### src/rtl/mfng_pkg.sv
`default_nettype none
// ----------------------------------------------------------------------------
// mfng_pkg: shared constants and types of the most frequent n-gram unit
// Sizes of the count table, tag epochs, stage and result structures.
// ----------------------------------------------------------------------------
package mfng_pkg;

   localparam int MAX_TEXT    = 128;
   localparam int SYMBOL_BITS = 8;
   localparam int BYTE_BITS   = 8;
   localparam int IDX_BITS    = 2 * SYMBOL_BITS;
   localparam int TABLE_DEPTH = 1 << IDX_BITS;
   localparam int POS_BITS    = $clog2(MAX_TEXT + 1);
   localparam int COUNT_BITS  = 8;
   localparam int EPOCH_BITS  = 8;
   localparam int WORD_BITS   = EPOCH_BITS + COUNT_BITS;

   localparam logic [COUNT_BITS-1:0] COUNT_MAX  = '1;
   localparam logic [EPOCH_BITS-1:0] EPOCH_MAX  = '1;
   localparam logic [BYTE_BITS-1:0]  SPACE_CODE = 8'h20;

   localparam logic MODE_UNIGRAM = 1'b0;
   localparam logic MODE_BIGRAM  = 1'b1;

   typedef struct packed {
      logic                valid;
      logic                bump;
      logic                last;
      logic                mode;
      logic [IDX_BITS-1:0] addr;
   } stage_type;

   typedef struct packed {
      logic                  en;
      logic [IDX_BITS-1:0]   addr;
      logic [COUNT_BITS-1:0] count;
      logic                  text_done;
   } table_write_type;

   typedef struct packed {
      logic busy;
      logic epoch_full;
   } table_status_type;

   typedef struct packed {
      logic [BYTE_BITS-1:0]  gram_first;
      logic [BYTE_BITS-1:0]  gram_second;
      logic [COUNT_BITS-1:0] frequency;
      logic                  found;
   } result_type;

endpackage
`default_nettype wire

### src/rtl/mfng_if.sv
`default_nettype none


interface mfng_rsp_if
   import mfng_pkg::*;
   ();
   logic                  valid;
   logic                  ready;
   logic [BYTE_BITS-1:0]  gram_first;
   logic [BYTE_BITS-1:0]  gram_second;
   logic [COUNT_BITS-1:0] frequency;
   logic                  found;

   modport source (output valid, output gram_first, output gram_second,
                   output frequency, output found, input ready);
   modport sink   (input valid, input gram_first, input gram_second,
                   input frequency, input found, output ready);
endinterface

`default_nettype wire

### src/rtl/mfng_rspq.sv
`default_nettype none
// ----------------------------------------------------------------------------
// mfng_rspq: response queue
// Two-entry queue between the result stage and the response channel.
// ----------------------------------------------------------------------------
module mfng_rspq
   import mfng_pkg::*;
(
   input  wire logic       clock,
   input  wire logic       reset,
   input  wire logic       push,
   input  wire result_type data,
   output      logic [1:0] count,
   mfng_rsp_if.source      rsp
);

   result_type entry_ff [2];
   logic       wr_ptr_ff, wr_ptr_in;
   logic       rd_ptr_ff, rd_ptr_in;
   logic [1:0] count_ff, count_in;
   logic       pop;
   result_type head;

   assign pop  = rsp.valid && rsp.ready;
   assign head = entry_ff[rd_ptr_ff];

   assign rsp.valid       = (count_ff != 2'd0);
   assign rsp.gram_first  = head.gram_first;
   assign rsp.gram_second = head.gram_second;
   assign rsp.frequency   = head.frequency;
   assign rsp.found       = head.found;
   assign count           = count_ff;

   always_comb begin
      wr_ptr_in = push ? !wr_ptr_ff : wr_ptr_ff;
      rd_ptr_in = pop ? !rd_ptr_ff : rd_ptr_ff;
      count_in  = count_ff + {1'b0, push} - {1'b0, pop};
   end

   always_ff @(posedge clock) begin
      if (push) begin
         entry_ff[wr_ptr_ff] <= data;
      end
   end

   always_ff @(posedge clock) begin
      if (reset) begin
         wr_ptr_ff <= 1'b0;
         rd_ptr_ff <= 1'b0;
         count_ff  <= 2'd0;
      end else begin
         wr_ptr_ff <= wr_ptr_in;
         rd_ptr_ff <= rd_ptr_in;
         count_ff  <= count_in;
      end
   end

endmodule
`default_nettype wire

### src/flat_wrapper.sv
// flat-port wrapper written by rule: the top's interface ports become plain ports
module mfng_rspq_flat import mfng_pkg::*;
  (clock, reset, push, data, count, rsp_valid, rsp_gram_first, rsp_gram_second, rsp_frequency, rsp_found, rsp_ready);
  mfng_rsp_if rsp_i ();
  input  wire logic clock;
  input  wire logic reset;
  input  wire logic push;
  input  wire result_type data;
  output      logic [1:0] count;
  output wire logic [$bits(rsp_i.valid)-1:0] rsp_valid;
  output wire logic [$bits(rsp_i.gram_first)-1:0] rsp_gram_first;
  output wire logic [$bits(rsp_i.gram_second)-1:0] rsp_gram_second;
  output wire logic [$bits(rsp_i.frequency)-1:0] rsp_frequency;
  output wire logic [$bits(rsp_i.found)-1:0] rsp_found;
  input wire logic [$bits(rsp_i.ready)-1:0] rsp_ready;
  assign rsp_valid = rsp_i.valid;
  assign rsp_gram_first = rsp_i.gram_first;
  assign rsp_gram_second = rsp_i.gram_second;
  assign rsp_frequency = rsp_i.frequency;
  assign rsp_found = rsp_i.found;
  assign rsp_i.ready = rsp_ready;
  mfng_rspq u_core (.clock(clock), .reset(reset), .push(push), .data(data), .count(count), .rsp(rsp_i));
endmodule
### config.mk
export PLATFORM = sky130hd
export DESIGN_NAME = mfng_rspq_flat
export DESIGN_NICKNAME = d
export VERILOG_FILES = /design/src/rtl/mfng_pkg.sv /design/src/rtl/mfng_if.sv /design/src/rtl/mfng_rspq.sv /design/src/flat_wrapper.sv
export SDC_FILE = /design/constraint.sdc
export NUM_CORES = 1
export LEC_CHECK = 0
export BUFFER_PORTS_ARGS = -buffer_cell sky130_fd_sc_hd__clkbuf_2
export CORE_AREA = 2 2 88 90
export CTS_CLUSTER_DIAMETER = 40
export DETAILED_ROUTE_END_ITERATION = 8
export DIE_AREA = 0 0 90 92
export PLACE_DENSITY = 0.49
export SYNTH_ARGS = -nofsm -noshare
export SYNTH_HDL_FRONTEND = slang
export SYNTH_SLANG_ARGS = --single-unit
### constraint.sdc
create_clock -name clock -period 2.9 [get_ports clock]
set_input_delay 0.58 -clock clock [delete_from_list [all_inputs] [get_ports clock]]
set_output_delay 0.58 -clock clock [all_outputs]
set_load 0.01 [all_outputs]
; After elaboration in Yosys (flattened, before gate mapping)
; Memories as Yosys holds them, arrays and structs flattened. A register that Yosys moved wholly into a read port is not among the register bits.
; Index checks and enable logic that the tools add are counted.
; W data, S select, Z words.
[op_classes]
addsub = 2
mux = 4
reduce_logical = 4
[ops]
columns = cell, count
row1 = $mux W1, 4
row2 = $add A2 B1 Y2, 1
row3 = $logic_not A1 Y1, 2
row4 = $reduce_bool A2 Y1, 1
row5 = $sub A2 B1 Y2, 1
row6 = $logic_and A1 B1 Y1, 1
[totals]
regBits = 4
ramBits = 50
input_bits = 29
out_inout_bits = 28
elab_cells = 14
memories = 1
[mem_list]
columns = name, depth, word_bits, read_ports, rd_ports_with_merged_regs, write_ports, line_no
row1 = u_core.entry_ff, 2, 25, 1, 1, 1, mfng_rspq.sv:17  ; result_type entry_ff [2];

; Longest topological paths before layout
[logic_depth]
depth_word = 4
depth_mapped = 6
mapped_depth_nobuf = 6

; Worst setup path after synthesis
; OpenSTA, ideal clock, no wires.
[synth_timing]
path_kind = input port to flip-flop
from = input port push
to = memory u_core.entry_ff[0][0] in the netlist's numbering (enable)
setup_time_ns = 0.410
t_arrival_ns = 1.729
required_ns = 2.490
slack_ns = 0.762
cell_stages = 1
path_buffers = 0
path_cell_list = nor2b_1
[synth_via]
elab_chain_cells = 2
[synth_rtl]
columns = element, line_no
row1 = start: declaration, flat_wrapper.sv:7  ; input wire logic push;
row2 = $mux W1, mfng_rspq.sv:41  ; if (push) begin
row3 = $mux W1 (not written as such), mfng_rspq.sv:42  ; entry_ff[wr_ptr_ff] <= data;
row4 = end: declaration, mfng_rspq.sv:17
; No other way between the ends.

==> impl_metrics.ini <==
[status]
status = finished clean

[sta]
tightest_slew_ns = 0.794
min_period_over_period = 0.776
fin_crit_ns = 2.25
hold_violations = 0
fin_skew_ns = 0.00319
setup_violations = 0
maxSlewHeadroom = 0.471
fmax_mhz = 444
fin_ws_ns = 0.649
drv_slew = 0
final.setup.tns_ns = 0
rsz0062_at_grt = false

[placement]
dp_hpwl_um = 2370
place_area_um2 = 2520
dpl_worst_slack_ns = 0.943
dp.cells = 257
port_buffers = 56
gp_congestion = 0.666

[hold_path]
worstHoldPathCells = 1
hold_class = input pin to register

[cts]
numClockSinks = 55
clockBufferDepth = 2
postCtsHoldBufs = 0
cts_inserted_buffers = 5
cts_resized = 0
cts_tree = yes
htreeDepth = 2
insertion_delay_ns = 0.30
clk_pin_slew_ns = 0.09
cts_root_buf = clkbuf_8
cts_setup_buffers = 0

[logic_synthesis]
syn-instance-count = 100
syn-cell-area_um2 = 2130
synth.distinct_cells = 14
seq_area_frac_synth = 0.752
yosysWarnings = 0
syn_nets = 131
ys_ff_latch = 55
synth_area_per_cell_um2 = 21.3

[grt]
grt_pass1_vias = 1132
use_met3 = 0.0230
gr-total-overflow = 0
grt_util_met1 = 0.0893
grt_pass1_wl_um = 5390
antenna_found_initial = 0
grtUsageTotal = 0.0868
use_met2 = 0.157
top_usage_layer = met2
grt_max_degree = 26

[setup_path]
start_kind = register
endpoint_kind = output port
required_ns = 2.32
cp.depth = 2
path_cells = mux2_1 -> clkbuf_2
arrival_ns = 1.67
crit_slowest_cell = dfxtp_2
slowest_delay_ns = 0.86
reg2reg_depth = 6
path_buf_inv = 1
crit_fanout = 25
crit_family = flip-flops
path_class = register to output port

[detailed_routing]
drtIter0Drc = 56
vias_per_cell = 4.02
ant_nets = 0
drt_pass1_iterations = 3
drc = 0
post_drt_wl_per_cell_um = 13.0
via_count = 1060
drt_wl_total_um = 3420

[cells_and_area]
drive_above_1_share = 0.537
area_growth_pct = 23.5
final_cell_area_um2 = 2630
diodes = 0
final_nets = 193
stdcell_count = 264

[die]
die_w_um = 90
fp.dieH_um = 92
io-pin-count = 57
dieArea_um2 = 8280
core-area_um2 = 7450
initial_utilization = 0.286
num_rows = 32

[pwr]
ir_drop_v = 0.000284
power.density_nw_per_um2 = 735
p_leak_nw = 1.04

[job]
timing.max_cap.violations = 0
-- worst register-to-register path: cells and delay by family (launching register included) --
kind            cells  cell delay, ns
compound gates      1            0.24
xor+xnor            1            0.21
fa+ha+maj           2            0.43
buf+inv             1            0.06
flops               1            0.35
simple gates        1            0.10
-- layer usage --
| layer | up-vias | part of all wire |
|---|---|---|
| met1 | 517 | 0.39 |
| met3 | 8 | 0.052 |
| met5 | - | 0 |
| li1 | 501 | - |
| met4 | 0 | 0.025 |
| met2 | 34 | 0.54 |
-- cells by family after synthesis --
family	count (synthesis)	share of synthesized area
XOR/XNOR	2	0.0147
AND/OR/NAND/NOR	8	0.0200
buffers and inverters	5	0.0194
adder cells (fa/ha/maj)	2	0.0118
flip-flops	55	0.753
multiplexers	27	0.178
AO/OA/AOI/OAI	1	0.00353
-- report_power, final --
| group | total (mW) | internal [mW] | switching (mW) |
|---|---|---|---|
| registers | 1.02 | 0.937 | 0.0789 |
| clock network | 0.481 | 0.252 | 0.228 |
| logic | 0.435 | 0.262 | 0.173 |
-- flip-flops by register name, summed over array words and instances, names as in the netlist, named ones only --
name              count
u_core.count          2
u_core.entry_ff      50
u_core.rd_ptr_ff      1
u_core.wr_ptr_ff      1
-- layout by cell type (no fill, tap or decap), drive strengths merged --
cell type  instances
nor2b              3
xnor2              1
mux2              27
clkinvlp           1
nor2               3
xnor3              1
or2                1
dfxtp              5
ha                 2
clkbuf            61
edfxtp            50
bufinv             1
o21a               1
and2               1
buf                2
inv                2
-- cells in the mapped netlist --
cell type / instances / area share
o21a_1: 1 / 0.0035
edfxtp_1: 50 / 0.71
xnor3_1: 1 / 0.011
nor2b_1: 3 / 0.0088
buf_6: 3 / 0.016
mux2_4: 20 / 0.14
and2_1: 1 / 0.0029
or2_1: 1 / 0.0029
nor2_1: 3 / 0.0053
dfxtp_1: 5 / 0.047
xnor2_1: 1 / 0.0041
mux2_1: 7 / 0.037
ha_1: 2 / 0.012
inv_1: 2 / 0.0035
-- through the flow --
step	power [mW]	util	hold WS [ns]
finish	1.93	0.353	0.466
global route	2.03	0.353	0.446
CTS	1.97	0.353	0.454
detailed placement	1.48	0.339	0.556
global placement	1.47	0.339	0.539
floorplan	1.34	-	0.496
-- final cells by class --
type                    count  area (um2)
fillers                   742        4820
flip-flops and latches     55        1600
multi-input cells          40         488
repair buffers             58         295
well taps                 102         128
clock buffers               5        68.8
clock inverters             2        37.5
inverters                   2        7.51
-- final timing paths --
path	from	to	slack [ns]
worst max register to register	u_core.count[1]	u_core.count[1]	1.46
worst min register to register	u_core.wr_ptr_ff	u_core.wr_ptr_ff	0.58
worst max-delay path	register	rsp_frequency[0]	0.65
worst min-delay path	data[19]	u_core.entry_ff[1][19]	0.47
(Power assumes the default switching activity.)
