**config.mk**
```make
export PLATFORM = sky130hd
export DESIGN_NAME = mfng_rank
export DESIGN_NICKNAME = d
export VERILOG_FILES = /design/src/rtl/mfng_pkg.sv /design/src/rtl/mfng_rank.sv
export SDC_FILE = /design/constraint.sdc
export NUM_CORES = 1
export LEC_CHECK = 0
export BUFFER_PORTS_ARGS = -buffer_cell sky130_fd_sc_hd__clkbuf_2
export CAP_MARGIN = 20
export CORE_UTILIZATION = 55
export DETAILED_ROUTE_END_ITERATION = 7
export GPL_ROUTABILITY_DRIVEN = 0
export HOLD_SLACK_MARGIN = 0.15
export PLACE_DENSITY = 0.85
export SYNTH_ARGS = -nofsm -noshare
export SYNTH_HDL_FRONTEND = slang
export SYNTH_SLANG_ARGS = --single-unit
```
**constraint.sdc**
```tcl
create_clock -name clock -period 7.6 [get_ports clock]
set_input_delay 1.14 -clock clock [delete_from_list [all_inputs] [get_ports clock]]
set_output_delay 1.14 -clock clock [all_outputs]
set_load 0.005 [all_outputs]
```
**src/rtl/mfng_pkg.sv**
```systemverilog
`default_nettype none
// ----------------------------------------------------------------------------
// mfng_pkg: shared constants and types of the most frequent n-gram unit
// Sizes of the count table, tag epochs, stage and result structures.
// ----------------------------------------------------------------------------
package mfng_pkg;

   localparam int MAX_TEXT    = 128;
   localparam int SYMBOL_BITS = 8;
   localparam int BYTE_BITS   = 8;
   localparam int IDX_BITS    = 2 * SYMBOL_BITS;
   localparam int TABLE_DEPTH = 1 << IDX_BITS;
   localparam int POS_BITS    = $clog2(MAX_TEXT + 1);
   localparam int COUNT_BITS  = 8;
   localparam int EPOCH_BITS  = 8;
   localparam int WORD_BITS   = EPOCH_BITS + COUNT_BITS;

   localparam logic [COUNT_BITS-1:0] COUNT_MAX  = '1;
   localparam logic [EPOCH_BITS-1:0] EPOCH_MAX  = '1;
   localparam logic [BYTE_BITS-1:0]  SPACE_CODE = 8'h20;

   localparam logic MODE_UNIGRAM = 1'b0;
   localparam logic MODE_BIGRAM  = 1'b1;

   typedef struct packed {
      logic                valid;
      logic                bump;
      logic                last;
      logic                mode;
      logic [IDX_BITS-1:0] addr;
   } stage_type;

   typedef struct packed {
      logic                  en;
      logic [IDX_BITS-1:0]   addr;
      logic [COUNT_BITS-1:0] count;
      logic                  text_done;
   } table_write_type;

   typedef struct packed {
      logic busy;
      logic epoch_full;
   } table_status_type;

   typedef struct packed {
      logic [BYTE_BITS-1:0]  gram_first;
      logic [BYTE_BITS-1:0]  gram_second;
      logic [COUNT_BITS-1:0] frequency;
      logic                  found;
   } result_type;

endpackage
`default_nettype wire

```
**src/rtl/mfng_rank.sv**
```systemverilog
`default_nettype none
// ----------------------------------------------------------------------------
// mfng_rank: count increment and running best
// Saturating increment, write back, best gram tracking and result decode.
// ----------------------------------------------------------------------------
module mfng_rank
   import mfng_pkg::*;
(
   input  wire logic                  clock,
   input  wire logic                  reset,
   input  wire stage_type             stage,
   input  wire logic [COUNT_BITS-1:0] rd_count,
   output      table_write_type       wr,
   output      logic                  push,
   output      result_type            result
);

   logic [COUNT_BITS-1:0] best_count_ff, best_count_in, best_count_nxt;
   logic [IDX_BITS-1:0]   best_gram_ff, best_gram_in, best_gram_nxt;
   logic [COUNT_BITS-1:0] count_new;
   logic                  bump;
   logic                  take;

   assign bump      = stage.valid && stage.bump;
   assign count_new = (rd_count == COUNT_MAX) ? COUNT_MAX : rd_count + COUNT_BITS'(1);
   assign take      = bump && ((count_new > best_count_ff) ||
                               ((count_new == best_count_ff) && (stage.addr < best_gram_ff)));

   assign best_count_nxt = take ? count_new : best_count_ff;
   assign best_gram_nxt  = take ? stage.addr : best_gram_ff;

   assign wr.en        = bump;
   assign wr.addr      = stage.addr;
   assign wr.count     = count_new;
   assign wr.text_done = stage.valid && stage.last;
   assign push         = wr.text_done;

   always_comb begin
      result = '0;
      if (best_count_nxt != '0) begin
         result.found     = 1'b1;
         result.frequency = best_count_nxt;
         unique case (stage.mode)
            MODE_UNIGRAM: begin
               result.gram_first = best_gram_nxt[BYTE_BITS-1:0];
            end
            MODE_BIGRAM: begin
               result.gram_first  = BYTE_BITS'(best_gram_nxt[IDX_BITS-1:SYMBOL_BITS]);
               result.gram_second = BYTE_BITS'(best_gram_nxt[SYMBOL_BITS-1:0]);
            end
            default: begin
               result = '0;
            end
         endcase
      end
   end

   always_comb begin
      best_count_in = best_count_nxt;
      best_gram_in  = best_gram_nxt;
      if (wr.text_done) begin
         best_count_in = '0;
         best_gram_in  = '0;
      end
   end

   always_ff @(posedge clock) begin
      if (reset) begin
         best_count_ff <= '0;
         best_gram_ff  <= '0;
      end else begin
         best_count_ff <= best_count_in;
         best_gram_ff  <= best_gram_in;
      end
   end

endmodule
`default_nettype wire

```
== Word level (Yosys, flattened, before mapping) ==
Cells that the tools add are included.

* Multiplexer cells: 6
* Bitwise gates (word level): 1
* Eq/ne operators: 2
* Add/sub/neg operators: 1
* Reductions and logical operators: 7
* Order comparisons: 2

{| class="wikitable"
|+ Operators with widths
! kind !! number
|-
| 2-to-1 mux 25 bit || 1
|-
| 2-to-1 mux 8 bit || 3
|-
| < comparator 16 bit || 1
|-
| 2-to-1 mux 16 bit || 1
|-
| case mux 8 bit (2 select lines) || 1
|-
| adder 8 x 1 -> 8 bit (second input constant) || 1
|-
| == test 8 bit || 1
|-
| == test 8 bit (second input constant) || 1
|-
| greater-than comparator 8 bit || 1
|-
| nonzero test 8 bit || 1
|-
| logical AND 1 bit || 4
|-
| OR reduction 2 bit || 1
|-
| logical OR 1 bit || 1
|-
| inverter 1 bit || 1
|}

* Register bits: 24
* Word-level logic and storage cells: 21
* Output and inout port bits: 52

== Logic depth before layout (Yosys ltp) ==
* Word-level depth: 9
* Mapped depth: 15
* Mapped depth without buffers: 12

== Worst setup path before layout ==
OpenSTA, ideal clock, no wires.

* Path type: input-to-output
* From: in rd_count[0]
* To: out result[17] (netlist name)
* Stages: 14
* Path slack: 2.292 ns
* Required time: 6.460 ns
* Arrival time: 4.168 ns
* Buffers on the path: 2
* Cells stage by stage: ha_1 and4_1 nand4_1 and2_1 ha_1 nand2b_4 a2111o_1 a311oi_2 nand2b_1 buf_6 a21oi_4 buf_6 mux2i_1 a221oi_1

{| class="wikitable"
|+ RTL lines
! item !! line !! source
|-
| start, declared || mfng_rank.sv:12 || <nowiki>input wire logic [COUNT_BITS-1:0] rd_count,</nowiki>
|-
| end, declared || mfng_rank.sv:15 || <nowiki>output result_type result</nowiki>
|}

==> reports/summary.md <==
* internal power consumption: 261 uW
* number of gates given a new drive strength after cts: 0
* sequential share of the synthesized area: 19.7%
* Post-Synth Adder-Cell Area: 12.3%
* outcome: complete, no violations
* vias in the first global route: 2105
* worst setup timing slack at the placement stage: 1.00 ns
* Vias per Instance: 6.08
* iteration-0 DRC count of the detailed router: 216
* worst reg2reg setup slack: 4.47 ns
* Period minus WS final: 6.56 ns
* Fin. Hold Viols: 0
* initial antenna violation count: 0
* Clk network pwr share: 30.0%
* wire length of the first global-routing pass: 9.41 mm
* Worst Tran Pin Value: 0.697 ns
* largest family of logic cells by synthesized area: simple AND/OR/NAND/NOR gates
* required time worst endpoint: 6.46 ns
* RR Endpoint: best_count_ff[4]
* async set or reset register ratio after synthesis: 0%
* switching part of the total: 32.7%
* combinational fraction of design power: 35.4%
* PnR Total Power: 388 uW
* type of destination of the critical path: output port
* share of the core filled with cells in the final layout: 66.9%
* reported leakage power: 1.21 nW
* maximum VDD drop: 0.0898 mV
* primary flip-flop cell chosen by synthesis mapping: dfxtp_1
* filler instances: 357
* NumNets Final: 411
* data arrival time of the critical path: 5.42 ns
* Critical Path Start Type: input pin
* average instance area after synthesis: 8.03 um^2
* area delta synth->final: 13.2%
* ports placed on the boundary: 82
* source of the critical timing path: rd_count[0]
* syn nets: 357
* final antenna-violating net count: 0
* core area: 4120 um^2
* post-synthesis xor/xnor area fraction: 1.08%
* multi-input gate area in the final layout: 1590 um^2
* setup repair after global routing missed its margin: no
* total of max-cap violations: 0
* post-synthesis compound-gate area fraction: 17.2%
* clock latency on the worst-skew pair: 0.27 ns
* FF+latch count, synth: 24
* Post-route DRC: 0
* maximum buffer depth of the clock tree: 2
* Syn Inst Count: 303
* final-layout setup total negative slack: 0 ns
* CTS H-Tree Depth: 1
* power density over cell area: 141 nW/um^2
* starting utilization of the core area: 59.1%
* Inserted Diodes: 0
* Worst slew margin: 53.5%
* CTS clk-pin slew, worst paths: 0.09 ns
* count of pins over their slew limit: 0
* routed wire length per instance: 15.0 um
* Sequential Area: 480 um^2
* number of buffers inserted by post-CTS setup repair: 0
* die outline height: 68.5 um
* most frequent cells in the layout: clkbuf_2, inv_1, ha_1, dfxtp_1, nor2_1
* die area: 4690 um^2
* Peak Freq: 152 MHz
* detailed placer's ending HPWL: 4.47 mm
* sequential cell fraction of total power: 34.5%
* detailed-route via count: 2468
* reg2reg start: best_count_ff[0]
* CTS tree: yes
* category of the most critical setup path: in -> out
* count of synthesis-stage warnings from yosys: 0
* number of cells traversed by the worst hold path: 2
* clk sinks: 24
* width of the die: 68.5 um
* Hold WC Path Type: reg -> reg
* Setup Viol. Count Final: 0
* maximum number of pins on one net before global-route repair: 32
* critical path endpoint: result[20]
* final routed wirelength across all metal layers: 6.11 mm
* detailed-router iteration count before antenna repair: 5
* Hold Buf Count CTS: 0
* number of rows in the core area: 23
* cell chosen for the clock root: clkbuf_8
* overall track demand over capacity in global routing: 26.5%
* switching power total: 127 uW
* maximum fanout along the worst path: 23
* post-placement cell count: 401
* number of cells on the worst reg-to-reg path: 9
* count of input and output buffers: 81
* count of non-filler cells in the finished layout: 406
* number of flops mapped to enable cells by yosys: 0
* total clock buffers created by CTS: 3
* area of the mapped netlist: 2430 um^2
* Final WS setup: 1.04 ns
* mux cell area share after synthesis: 10.8%
* final clock period utilization by the worst path: 86.3%
* Post-Synth Simple-Gate Area: 23.9%
* global route overflow: 0
* number of different library cells in the post-synthesis netlist: 47
* proportion of layout cells with a drive suffix above 1: 28.7%
* most frequent standard cell in the layout excluding fill and tap cells: clkbuf_2
* worst clock skew: 0.00446 ns
==> sequential cells by signal, indices dropped and copies added (netlist names) <==
signal         cells
best_count_ff      8
best_gram_ff      16
==> through the flow <==
step / hold WS, ns / area (um^2)
3_5_place_dp: 0.519 / 2660
5_1_grt: 0.545 / 2750
2_1_floorplan: 0.469 / 2430
3_3_place_gp: 0.512 / 2660
4_1_cts: 0.532 / 2730
6_report: 0.533 / 2750
==> how the worst min path moves through the flow <==
stage / start / to / slack (ns)
6_report: best_gram_ff[14] / best_gram_ff[14] / 0.53
5_1_grt: best_gram_ff[14] / best_gram_ff[14] / 0.55
4_1_cts: best_gram_ff[14] / best_gram_ff[14] / 0.53
3_5_place_dp: best_gram_ff[14] / best_gram_ff[14] / 0.52
3_3_place_gp: best_gram_ff[14] / best_gram_ff[14] / 0.51
2_1_floorplan: best_gram_ff[8] / best_gram_ff[8] / 0.47
==> final cells by class <==
class / instances / share of cell area, %
tap: 50 / 2.27
timing repair buffer: 83 / 16.0
clock inverter: 1 / 1.09
inverter: 29 / 3.95
multi-input combinational: 216 / 57.7
clock buffer: 3 / 1.50
sequential: 24 / 17.4
==> metal layers <==
layer	global-route usage (%)	share of wire [%]	vias to the layer above
met1	36.3	46	1120
li1	-	-	1189
met2	42.9	45	148
met4	8.59	1.4	0
met3	3.13	8.0	11
met5	0	0	-
==> cell families after synthesis <==
family	count (synthesis)
muxes	22
buffers and inverters	63
and+or+nand+nor	109
xor gates and xnor gates	3
DFF	24
adders and majority gates	24
AOI/OAI and AO/OA	58
==> worst max-delay path: stages <==
cell and delay (ns):
clkbuf_2 0.14, ha_1 0.27, and4_1 0.31, nand4_1 0.23, and2_1 0.28, ha_1 0.31, nand2b_4 0.14, a2111o_1 0.41
a311oi_2 0.33, nand2b_1 0.61, a21oi_4 0.21, buf_16 0.24, mux2i_4 0.28, nor4_1 0.34, clkbuf_2 0.17
==> power groups by stage <==
| stage | logic, mW | registers (mW) | clock network, mW |
|---|---|---|---|
| floorplan | 0.0974 | 0.136 | 0 |
| global placement | 0.130 | 0.137 | 0 |
| detailed placement | 0.133 | 0.137 | 0 |
| CTS | 0.134 | 0.134 | 0.117 |
| global route | 0.152 | 0.135 | 0.121 |
| finish | 0.138 | 0.134 | 0.117 |
==> synth_stat cells, drive strengths merged (9+ instances only) <==
cell	instances	area, um^2
a21oi	18	101
buf	27	224
dfxtp	24	480
ha	24	300
inv	29	109
mux2i	15	163
nand2	16	60.1
nand3	9	45.0
nor2	23	86.3
nor3	9	45.0
nor4	14	87.6
o22ai	12	75.1
Note: power is estimated with default switching activity, not from simulation.
