<file path="src/rtl/mfng_pkg.sv">
`default_nettype none
// ----------------------------------------------------------------------------
// mfng_pkg: shared constants and types of the most frequent n-gram unit
// Sizes of the count table, tag epochs, stage and result structures.
// ----------------------------------------------------------------------------
package mfng_pkg;

   localparam int MAX_TEXT    = 128;
   localparam int SYMBOL_BITS = 8;
   localparam int BYTE_BITS   = 8;
   localparam int IDX_BITS    = 2 * SYMBOL_BITS;
   localparam int TABLE_DEPTH = 1 << IDX_BITS;
   localparam int POS_BITS    = $clog2(MAX_TEXT + 1);
   localparam int COUNT_BITS  = 8;
   localparam int EPOCH_BITS  = 8;
   localparam int WORD_BITS   = EPOCH_BITS + COUNT_BITS;

   localparam logic [COUNT_BITS-1:0] COUNT_MAX  = '1;
   localparam logic [EPOCH_BITS-1:0] EPOCH_MAX  = '1;
   localparam logic [BYTE_BITS-1:0]  SPACE_CODE = 8'h20;

   localparam logic MODE_UNIGRAM = 1'b0;
   localparam logic MODE_BIGRAM  = 1'b1;

   typedef struct packed {
      logic                valid;
      logic                bump;
      logic                last;
      logic                mode;
      logic [IDX_BITS-1:0] addr;
   } stage_type;

   typedef struct packed {
      logic                  en;
      logic [IDX_BITS-1:0]   addr;
      logic [COUNT_BITS-1:0] count;
      logic                  text_done;
   } table_write_type;

   typedef struct packed {
      logic busy;
      logic epoch_full;
   } table_status_type;

   typedef struct packed {
      logic [BYTE_BITS-1:0]  gram_first;
      logic [BYTE_BITS-1:0]  gram_second;
      logic [COUNT_BITS-1:0] frequency;
      logic                  found;
   } result_type;

endpackage
`default_nettype wire

</file>
<file path="src/rtl/mfng_front.sv">
`default_nettype none
// ----------------------------------------------------------------------------
// mfng_front: text tracking and table address generation
// Holds the previous symbol and byte position, forms the gram code.
// ----------------------------------------------------------------------------
module mfng_front
   import mfng_pkg::*;
(
   input  wire logic                  clock,
   input  wire logic                  reset,
   input  wire logic                  req_fire,
   input  wire logic [BYTE_BITS-1:0]  symbol,
   input  wire logic                  last,
   input  wire logic                  mode,
   output      logic                  rd_en,
   output      logic [IDX_BITS-1:0]   rd_addr,
   output      stage_type             stage_ff
);

   logic [SYMBOL_BITS-1:0] prev_ff, prev_in;
   logic                   prev_valid_ff, prev_valid_in;
   logic [POS_BITS-1:0]    pos_ff, pos_in;
   stage_type              stage_in;

   logic [SYMBOL_BITS-1:0] code;
   logic                   space;
   logic                   in_range;
   logic [IDX_BITS-1:0]    addr;

   assign code     = symbol[SYMBOL_BITS-1:0];
   assign space    = (symbol == SPACE_CODE);
   assign in_range = (pos_ff < POS_BITS'(MAX_TEXT));
   assign addr     = (mode == MODE_BIGRAM) ? {prev_ff, code}
                                           : {{SYMBOL_BITS{1'b0}}, code};

   assign rd_en   = req_fire;
   assign rd_addr = addr;

   always_comb begin
      prev_in       = prev_ff;
      prev_valid_in = prev_valid_ff;
      pos_in        = pos_ff;
      stage_in.valid = req_fire;
      stage_in.bump  = in_range && !space && ((mode == MODE_UNIGRAM) || prev_valid_ff);
      stage_in.last  = last;
      stage_in.mode  = mode;
      stage_in.addr  = addr;
      if (req_fire) begin
         if (last) begin
            prev_in       = '0;
            prev_valid_in = 1'b0;
            pos_in        = '0;
         end else if (in_range) begin
            prev_in       = code;
            prev_valid_in = !space;
            pos_in        = pos_ff + POS_BITS'(1);
         end
      end
   end

   always_ff @(posedge clock) begin
      if (reset) begin
         prev_ff       <= '0;
         prev_valid_ff <= 1'b0;
         pos_ff        <= '0;
         stage_ff      <= '0;
      end else begin
         prev_ff       <= prev_in;
         prev_valid_ff <= prev_valid_in;
         pos_ff        <= pos_in;
         stage_ff      <= stage_in;
      end
   end

endmodule
`default_nettype wire

</file>
<file path="config.mk">
export PLATFORM = sky130hd
export DESIGN_NAME = mfng_front
export DESIGN_NICKNAME = d
export VERILOG_FILES = /design/src/rtl/mfng_pkg.sv /design/src/rtl/mfng_front.sv
export SDC_FILE = /design/constraint.sdc
export NUM_CORES = 1
export LEC_CHECK = 0
export ABC_AREA = 1
export BUFFER_PORTS_ARGS = -buffer_cell sky130_fd_sc_hd__buf_2
export CAP_MARGIN = 20
export CORE_MARGIN = 3
export CORE_UTILIZATION = 52
export CTS_CLUSTER_SIZE = 30
export DETAILED_ROUTE_END_ITERATION = 16
export PLACE_DENSITY_LB_ADDON = 0.1
export SLEW_MARGIN = 25
export SYNTH_ARGS = -nofsm -noshare
export SYNTH_HDL_FRONTEND = slang
export SYNTH_SLANG_ARGS = --single-unit
export TNS_END_PERCENT = 20
</file>
<file path="constraint.sdc">
create_clock -name clock -period 1.85 [get_ports clock]
set_clock_uncertainty 0.15 [all_clocks]
set_input_delay 0.185 -clock clock [delete_from_list [all_inputs] [get_ports clock]]
set_output_delay 0.185 -clock clock [all_outputs]
set_load 0.01 [all_outputs]
</file>
**After elaboration in Yosys (flattened, before gate mapping)**

Cells that the tools add are included.
Widths: inputs -> output; s select.

- Bits of input ports: 13
- Output and inout bits: 37
- Word-level logic and storage cells: 25
- Flip-flop bits (word level): 37

- Muxes and demuxes: 7
- Bitwise operators: 1
- Reduce and logical (&&, ||, !) cells: 6
- $lt $le $gt $ge: 1
- Eq/ne operators: 1
- $add $sub $neg: 1

Operators with widths:

| kind | number |
|---|---|
| $mux 8 | 4 |
| $mux 16 | 1 |
| $add 8x1->8 const B | 1 |
| $eq 8x6->1 const B | 1 |
| $lt 8x8->1 const B | 1 |
| $logic_and 1x1->1 | 2 |
| $mux 1 | 2 |
| $reduce_and 2->1 | 1 |
| $reduce_bool 2->1 | 1 |
| $logic_not 1->1 | 1 |
| $logic_or 1x1->1 | 1 |
| $not 1->1 | 1 |

**Logic depth before layout (Yosys ltp)**

Gate-level depths: netlist of run 1.

- Depth in word-level cells: 4
- Mapped depth: 8
- Mapped depth without buffers: 8

**Least setup slack after synthesis of run 1**

No wires, ideal clock.

- Kind: reg2reg
- Start: reg pos_ff[0]
- End: reg pos_ff[6]
- Slack: 0.639 ns
- Library setup time: 0.116 ns
- Clock period less this slack: 1.211 ns
- Arrival time: 0.945 ns
- Buffers on the path: 0
- Data required time: 1.584 ns
- Stages on the path, launching flop included: 7
- Path through: dfxtp_1 -> ha_1 -> inv_1 -> nor2_1 -> nand3_2 -> o21ai_0 -> nor2_1

- Word-level cells in the longest chain between the ends: 3
- Elaborated cells on any way between the ends: 6
- Those cells by class: add/sub (1); order compare (1); mux (2); reduce/logical (2)

Ends and longest elaborated chain:

| what | line | text |
|---|---|---|
| from (decl) | mfng_front.sv:22 | `logic [POS_BITS-1:0] pos_ff, pos_in;` |
| from (signal assigned) | mfng_front.sv:70 | `pos_ff <= pos_in;` |
| $add 8x1->8 / $lt 8x8->1 (equally long branches) | mfng_front.sv:56, mfng_front.sv:32 |  |
| $mux 8 / $reduce_bool 2->1 (equally long branches) | -- |  |
| $mux 8 / $reduce_and 2->1 (equally long branches) | -- |  |

Several ways; a longest one is shown, not always the timed one. The select of a mux whose other input is x is not followed.
A chain may end at the register's enable or synchronous reset.

**Final worst setup path of run 1**

- Start: in req_fire
- End: reg pos_ff[0]

- Word-level cells in the longest chain between the ends: 1

Ends and longest elaborated chain:

| what | line | text |
|---|---|---|
| from (decl) | mfng_front.sv:11 | `input wire logic req_fire,` |
| $reduce_and 2->1 (no line) | -- |  |

No other way between the ends.

==> impl.org, run 1 <==
** Timing
- At the pin with the least slew margin, the transition time is 424 ps.
- In this run the tightest slew margin relative to its limit is 0.717.
- Number of hold violations in the final report :: 0
- Max-slew violation total from the final report :: 0
- Setup violation total in the final timing report :: 0
- Maximum clock frequency :: 692 MHz
- Of the available clock period, the critical path in the final layout requires 0.781.
- Hold Slack :: 24.2 ps
- Final total negative setup slack :: 0 ps
- The smallest clock period supported by the final layout is computed as 1440 ps.
- Setup repair after global routing missed its margin :: false
- Setup slack closes at 406 ps.

** Critical path
- STA puts the critical path data required time at 1980 ps.
- STA puts the critical path data arrival time at 1570 ps.
- Of all nets on the critical path, the largest fanout is 11.
- The worst setup path is captured at a register.
- Depth of the most critical reg-to-reg path :: 6
- In this run the register-to-register setup slack is 510 ps.
- The setup path with the least slack is of type input port to register.
- In this run the critical register-to-register path is launched from pos_ff[0].
- The endpoint identified for the worst register-to-register timing path is pos_ff[6].
- Launch point of the worst path :: req_fire
- Startpoint kind of the worst setup timing path :: input port

** Die
- Starting density of the core :: 0.571
- Die width :: 59.1 um
- The floorplan step set the die height to 59.1 um.
- For this design the top-level I/O count stands at 50.
- The die covers 3490 um^2.
- The total area inside the core boundary comes to 2570 um^2.
- Rows :: 18

** Worst hold path
- In this run the most critical hold path is launched from mode.
- Worst Hold Path EP :: stage_ff[16]
- Counting instances, the worst hold path has a depth of 3.
- In this run the worst hold path is classified as input port to register.

** Clocking
- Counting along the longest clock path gives a buffer depth of 2.
- Clock Sinks :: 37
- Clock insertion delay at the later pin of the skew report :: 340 ps
- The number of gates resized after CTS was 0.
- CTS H-tree depth :: 2
- Number of buffers created by CTS :: 5
- CTS tree :: done
- Clk root buf :: sky130_fd_sc_hd__clkbuf_4
- After clock tree synthesis, the clock-pin slew on the worst setup and hold paths is 100 ps.

** Logic synthesis
- Yosys instantiated no cell more often than sky130_fd_sc_hd__nand2_1.
- Largest area contributor in the netlist :: sky130_fd_sc_hd__dfxtp_1
- For this run, the register share of the synthesized area comes to 0.505.
- Primary FF master, synth :: sky130_fd_sc_hd__dfxtp_1
- Counting flops with an async set or reset pin after synthesis yields a share of 0.
- Synthesis produced a netlist whose cell count is 192.
- Cells taking the most area after synthesis :: sky130_fd_sc_hd__dfxtp_1, sky130_fd_sc_hd__nand2_1, sky130_fd_sc_hd__buf_4, sky130_fd_sc_hd__inv_1, sky130_fd_sc_hd__nor2_1
- Avg Inst Size Synth :: 7.64 um^2
- Area fraction of the dominant cell type after synthesis :: 0.505
- Post-synth design cell area :: 1470 um^2
- Counting flops with a built-in enable in the synthesized netlist gives 0.
- Flops & latches, synth :: 37
- Ranked by instance count, the synthesized netlist is headed by sky130_fd_sc_hd__nand2_1, sky130_fd_sc_hd__dfxtp_1, sky130_fd_sc_hd__inv_1, sky130_fd_sc_hd__nor2_1, sky130_fd_sc_hd__buf_4.
- When the netlist entered floorplanning its net count stood at 206.
- Yosys printed 0 warnings.
- Cell variety after synth :: 18

** Drt
- Highest metal layer with signal wires :: met4
- Total routed wire length on the met1 layer :: 1.32 mm
- The first detailed-routing pass took 4 iterations.
- # DRC :: 0
- The routed layout has 1,236 vias.
- Average detailed-routed wire length per instance :: 10.9 um
- Met2 wire length :: 1.31 mm
- Once detail routing completed, the nets flagged for antenna violations numbered 0.
- Detailed routing placed a total of 201 um of wire on met3.
- Wire length reported by the detailed router :: 2.90 mm
- Initial drt markers :: 32
- Dividing the detail-routed via count by the number of cells gives 4.65.

** Global route
- The number of antenna violations at the first check in global routing came to 0.
- The first global-routing pass estimated 4.75 mm of wire.
- Number of global-route vias before repair :: 1,078
- Overall fraction of global-route tracks in use :: 0.184
- Global routing finished with a remaining overflow of 0.
- Pin count of the biggest net entering global routing :: 23

** Cells and area
- 0 antenna diodes ended up in the layout.
- Synthesis-to-layout area growth :: 18.9%
- Net total in the final layout :: 250
- Summing all non-filler instances in the final layout gives an area of 1740 um^2.
- Of the cells placed in the final design, the portion with a size suffix greater than 1 is 0.254.

** Pwr
- Leakage power :: 0.975 nW
- Power spread over the standard cell area amounts to 805 nW/um^2.
- IR analysis of the VDD net gives a maximum drop of 0.000663 V.
- Power Total :: 0.00140 W

** Outcome
- Run status :: finished clean

** Placement
- In this run the tool buffered the top-level ports with 49 buffer cells.
- The HPWL after detailed placement is 2.10 mm.
- Once placement finished, the instance area stood at 1590 um^2.
- Worst setup slack before clock tree synthesis :: 520 ps
- At the end of routability-driven placement, the weighted congestion stood at 0.809.

** Flow run
- Across the run, the number of max-cap violations was 0.
[per-layer routing]
| metal | global-route usage | up-vias |
|---|---|---|
| li1 | - | 638 |
| met3 | 0.0392 | 7 |
| met2 | 0.300 | 46 |
| met5 | 0 | - |
| met1 | 0.226 | 545 |
| met4 | 0.0971 | 0 |
[worst max path at each step]
stage	slack [ps]	to	cells after the start
2_1_floorplan	640	pos_ff[6]	6
3_3_place_gp	570	pos_ff[0]	5
3_5_place_dp	520	pos_ff[6]	6
4_1_cts	420	pos_ff[0]	6
5_1_grt	280	pos_ff[6]	7
6_report	410	pos_ff[0]	6
[logic make-up (layout without fill, tap and decap cells)]
logic type	Yosys count	after routing	synth area share
flops	37	37	0.505
fa+ha+maj	1	1	0.00853
xor+xnor	2	2	0.0119
compound gates	12	12	0.0410
buf+inv	54	98	0.191
simple gates	86	86	0.242
[repair_timing]
action,CTS,global route
endpoints found under the setup margin,0,0
setup buffers,0,0
hold buffers,10,0
hold endpoints to repair,10,0
[critical path: stages]
cell,delay [ps]
sky130_fd_sc_hd__dlygate4sd3_1,520
sky130_fd_sc_hd__buf_2,140
sky130_fd_sc_hd__nand2_2,100
sky130_fd_sc_hd__nor2_2,350
sky130_fd_sc_hd__o21ai_0,140
sky130_fd_sc_hd__a21oi_1,130
[power breakdown]
group | internal [W] | switching (W)
sequential | 0.000822 | 0.00000982
clock | 0.000179 | 0.000242
combinational | 0.0000613 | 0.0000888
[cell usage in the layout (no fill, tap or decap), types with 3 or more instances in the layout]
cell,n
sky130_fd_sc_hd__a21oi_1,5
sky130_fd_sc_hd__buf_2,49
sky130_fd_sc_hd__clkbuf_4,5
sky130_fd_sc_hd__dfxtp_1,37
sky130_fd_sc_hd__dlygate4sd3_1,10
sky130_fd_sc_hd__inv_1,32
sky130_fd_sc_hd__nand2_1,43
sky130_fd_sc_hd__nand3_1,4
sky130_fd_sc_hd__nand4_1,3
sky130_fd_sc_hd__nor2_1,30
sky130_fd_sc_hd__o21ai_0,7
[stage by stage]
| stage | util | instances |
|---|---|---|
| 6_report | 0.679 | 266 |
| 4_1_cts | 0.679 | 266 |
| 2_1_floorplan | - | 192 |
| 5_1_grt | 0.679 | 266 |
| 3_3_place_gp | 0.619 | 249 |
| 3_5_place_dp | 0.619 | 249 |
[cell type report]
type | instances | area, um^2
Fill cell | 250 | 823
Sequential cell | 37 | 741
Multi-Input combinational cell | 101 | 445
Timing Repair Buffer | 59 | 345
Inverter | 32 | 120
Clock buffer | 7 | 55.1
Tap cell | 30 | 37.5
[registers in the layout (all words and copies together) (netlist names)]
name	count
pos_ff	8
prev_ff	8
prev_valid_ff	1
stage_ff	20
Note: power is estimated with default switching activity, not from simulation.
==> inputs of run 2 (changes only) <==
--- a/config.mk
+++ b/config.mk
@@ -9,7 +9,7 @@
 export BUFFER_PORTS_ARGS = -buffer_cell sky130_fd_sc_hd__buf_2
 export CAP_MARGIN = 20
 export CORE_MARGIN = 3
-export CORE_UTILIZATION = 52
+export CORE_UTILIZATION = 44
 export CTS_CLUSTER_SIZE = 30
 export DETAILED_ROUTE_END_ITERATION = 16
 export PLACE_DENSITY_LB_ADDON = 0.1
==> constraint.sdc (replaced) <==
create_clock -name clock -period 1.2 [get_ports clock]
set_clock_uncertainty 0.15 [all_clocks]
set_input_delay 0.12 -clock clock [delete_from_list [all_inputs] [get_ports clock]]
set_output_delay 0.12 -clock clock [all_outputs]
set_load 0.01 [all_outputs]
==> impl.org, run 2 (same netlist as run 1, synthesis figures left out) <==
** Global route
- The global routing stage identified its most utilized layer as met2.
- Entering global routing, the biggest net connects 12 pins.
- In the global route stage, met3 resource usage came out at 0.0527.
- For this run the aggregate overflow at the end of global routing stands at 0.
- Fraction of met2 tracks used by global routing :: 0.286
- Met1 Resource Use GR :: 0.196
- Global-route wire length before repair :: 5.34 mm
- The via count of the first global-routing pass came to 1,216.
- Overall fraction of global-route tracks in use :: 0.171
- Antenna violations before repair :: 0

** Drt
- Ratio of routed vias to standard cells :: 4.39
- # DRC :: 0
- Average detailed-routed wire length per instance :: 11.2 um
- Wire length reported by the detailed router :: 3.34 mm
- The first detailed-routing pass took 4 iterations.
- Initial drt markers :: 45
- Once detail routing completed, the nets flagged for antenna violations numbered 0.
- Total via count after detailed routing :: 1,308

** Placement
- # port buffers :: 49
- Routability-driven placement finished with a final weighted congestion of 0.736.
- Once detailed placement completed, the half-perimeter wirelength came to 2.25 mm.
- OpenSTA, run right after detailed placement, puts the worst setup slack at -53.0 ps.

** Cells and area
- Top register by number of flip-flops :: stage_ff
- Final cell utilization of the core :: 0.651
- The number of antenna diodes in the final layout is 0.
- Leaving out fill and tap cells, the most frequent cell in the layout is sky130_fd_sc_hd__buf_2.
- Net total in the final layout :: 267
- Largest register FFs :: 20
- Commonest cells after routing, fill and taps aside :: sky130_fd_sc_hd__buf_2, sky130_fd_sc_hd__nand2_1, sky130_fd_sc_hd__nor2_1, sky130_fd_sc_hd__inv_1, sky130_fd_sc_hd__dfxtp_1
- In the final layout, the registers with the most flip-flops are stage_ff: 20 flops, pos_ff: 8 flops, prev_ff: 8 flops.
- Synthesis-to-layout area growth :: 38.8%
- Of the cells placed in the final design, the portion with a size suffix greater than 1 is 0.390.

** Die
- Measured along the x axis, the die boundary spans 63.7 um.
- Pin placement for this block handled 50 I/O pins.
- The floorplan step defined a die boundary enclosing 4060 um^2.
- Area of the core region :: 3130 um^2
- Measured along the y axis, the die boundary spans 63.7 um.
- Rows :: 20
- Starting density of the core :: 0.469

** Timing
- The final count of hold timing violations is 5.
- Final worst path period share :: 1.01
- Max-slew violation total from the final report :: 0
- Setup violation total in the final timing report :: 1
- Static timing analysis puts the maximum clock frequency at 827 MHz.
- The routed design could run at a clock period as short as 1210 ps.
- Setup repair after global routing could not meet its margin everywhere.
- Actual slew at the worst max-slew pin :: 320 ps
- Setup slack on the critical path of the routed design comes to -9.57 ps.
- On the final layout, the worst hold slack is -18.2 ps.
- Headroom to the max-slew limit :: 0.787

** Clocking
- Number of buffers created by CTS :: 5
- CTS tree :: done
- The root buffer cell chosen for the clock tree is sky130_fd_sc_hd__clkbuf_4.
- The clock reaches the later pin of the worst-skew pair after 350 ps.
- Clk pin slew, worst setup/hold paths :: 110 ps
- Maximum number of buffers from clock root to sink :: 2
- CTS H-tree depth :: 2
- CTS saw 37 sinks.

** Critical path
- The worst register-to-register path has a depth of 6.
- Data on the critical path is required at its endpoint by 930 ps.
- Critical path peak fanout :: 2
- Cell with the largest stage delay on the worst path :: sky130_fd_sc_hd__dfxtp_2
- Startpoint kind of the worst setup timing path :: register
- Setup crit end kind :: primary output
- Worst path cell trace :: nand2_1 > inv_1 > buf_2
- On the worst path, the slowest cell contributes a delay of 350 ps.
- The worst setup path is of the register to primary output kind.
- Worst flop-to-flop path startpoint :: pos_ff[1]
- For the worst setup path, the data arrival time is 940 ps.
- Launch point of the worst path :: prev_ff[7]

** Outcome
- Run status :: finished, violations left
- The checks that failed: hold timing, setup timing.

** Flow run
- The tool flagged a number of max-cap violations equal to 0.

** Pwr
- For this design the ratio of total power to cell area is 1080 nW/um^2.
- Across the VDD grid, the largest voltage drop is 0.000752 V.
- The analysis attributes to cell leakage a power of 1.09 nW.

** Worst hold path
- Worst min-delay path class :: input port to register
- Beginning of the worst hold path :: mode
- Depth of the worst hold-timing path :: 3
[run 2: per-stage QoR]
| stage | cells | instance area (um^2) | setup TNS, ps | total power, W |
|---|---|---|---|---|
| after global routing | 298 | 2040 | -507 | 0.00233 |
| after floorplan | 192 | 1470 | 0 | 0.00146 |
| final | 298 | 2040 | -9.57 | 0.00220 |
| after detailed placement | 272 | 1680 | -101 | 0.00154 |
| after global placement | 272 | 1680 | 0 | 0.00153 |
| after CTS | 292 | 1880 | -31.6 | 0.00219 |
[run 2: layer usage]
metal / part of all wire / routed length (um) / vias up
met1: 0.43 / 1440 / 582
met2: 0.48 / 1620 / 46
met5: 0 / 0 / -
met3: 0.063 / 209 / 7
li1: - / - / 673
met4: 0.022 / 74 / 0
[run 2: worst paths after layout]
check / slack (ps) / end
hold reg to reg: 310 / stage_ff[8]
setup reg to reg: 50 / pos_ff[4]
hold / removal: -20 / stage_ff[8]
setup / recovery: -10 / rd_addr[15]
[run 2: power by group]
| group | internal, W | switching [W] | total [W] |
|---|---|---|---|
| Clock | 0.000223 | 0.000393 | 0.000616 |
| Combinational | 0.000145 | 0.000159 | 0.000304 |
| Sequential | 0.00127 | 0.0000162 | 0.00128 |
[run 2: worst max-delay path, delay by kind of cell, from the launching register on]
family	cells	cell delay (ps)
DFF	1	350
buffers and inverters	2	180
and+or+nand+nor	1	60
[run 2: repair_timing]
| item | 4_1_cts | 5_1_grt |
|---|---|---|
| hold buffers | 12 | 2 |
| gates resized for setup | 16 | 29 |
| endpoints found under the setup margin | 11 | 31 |
| buffers inserted | 0 | 3 |
| pin swaps | 3 | 2 |
| cloned | 0 | 1 |
| endpoints found under the hold margin | 29 | 7 |
[run 2: final cells by class]
type                    count  area, um^2
fillers                   287        1090
flip-flops and latches     37         761
repair buffers             75         547
multi-input cells         102         502
inverters                  32         120
well taps                  44        55.1
clock buffers               6        41.3
clock inverters             2        10.0
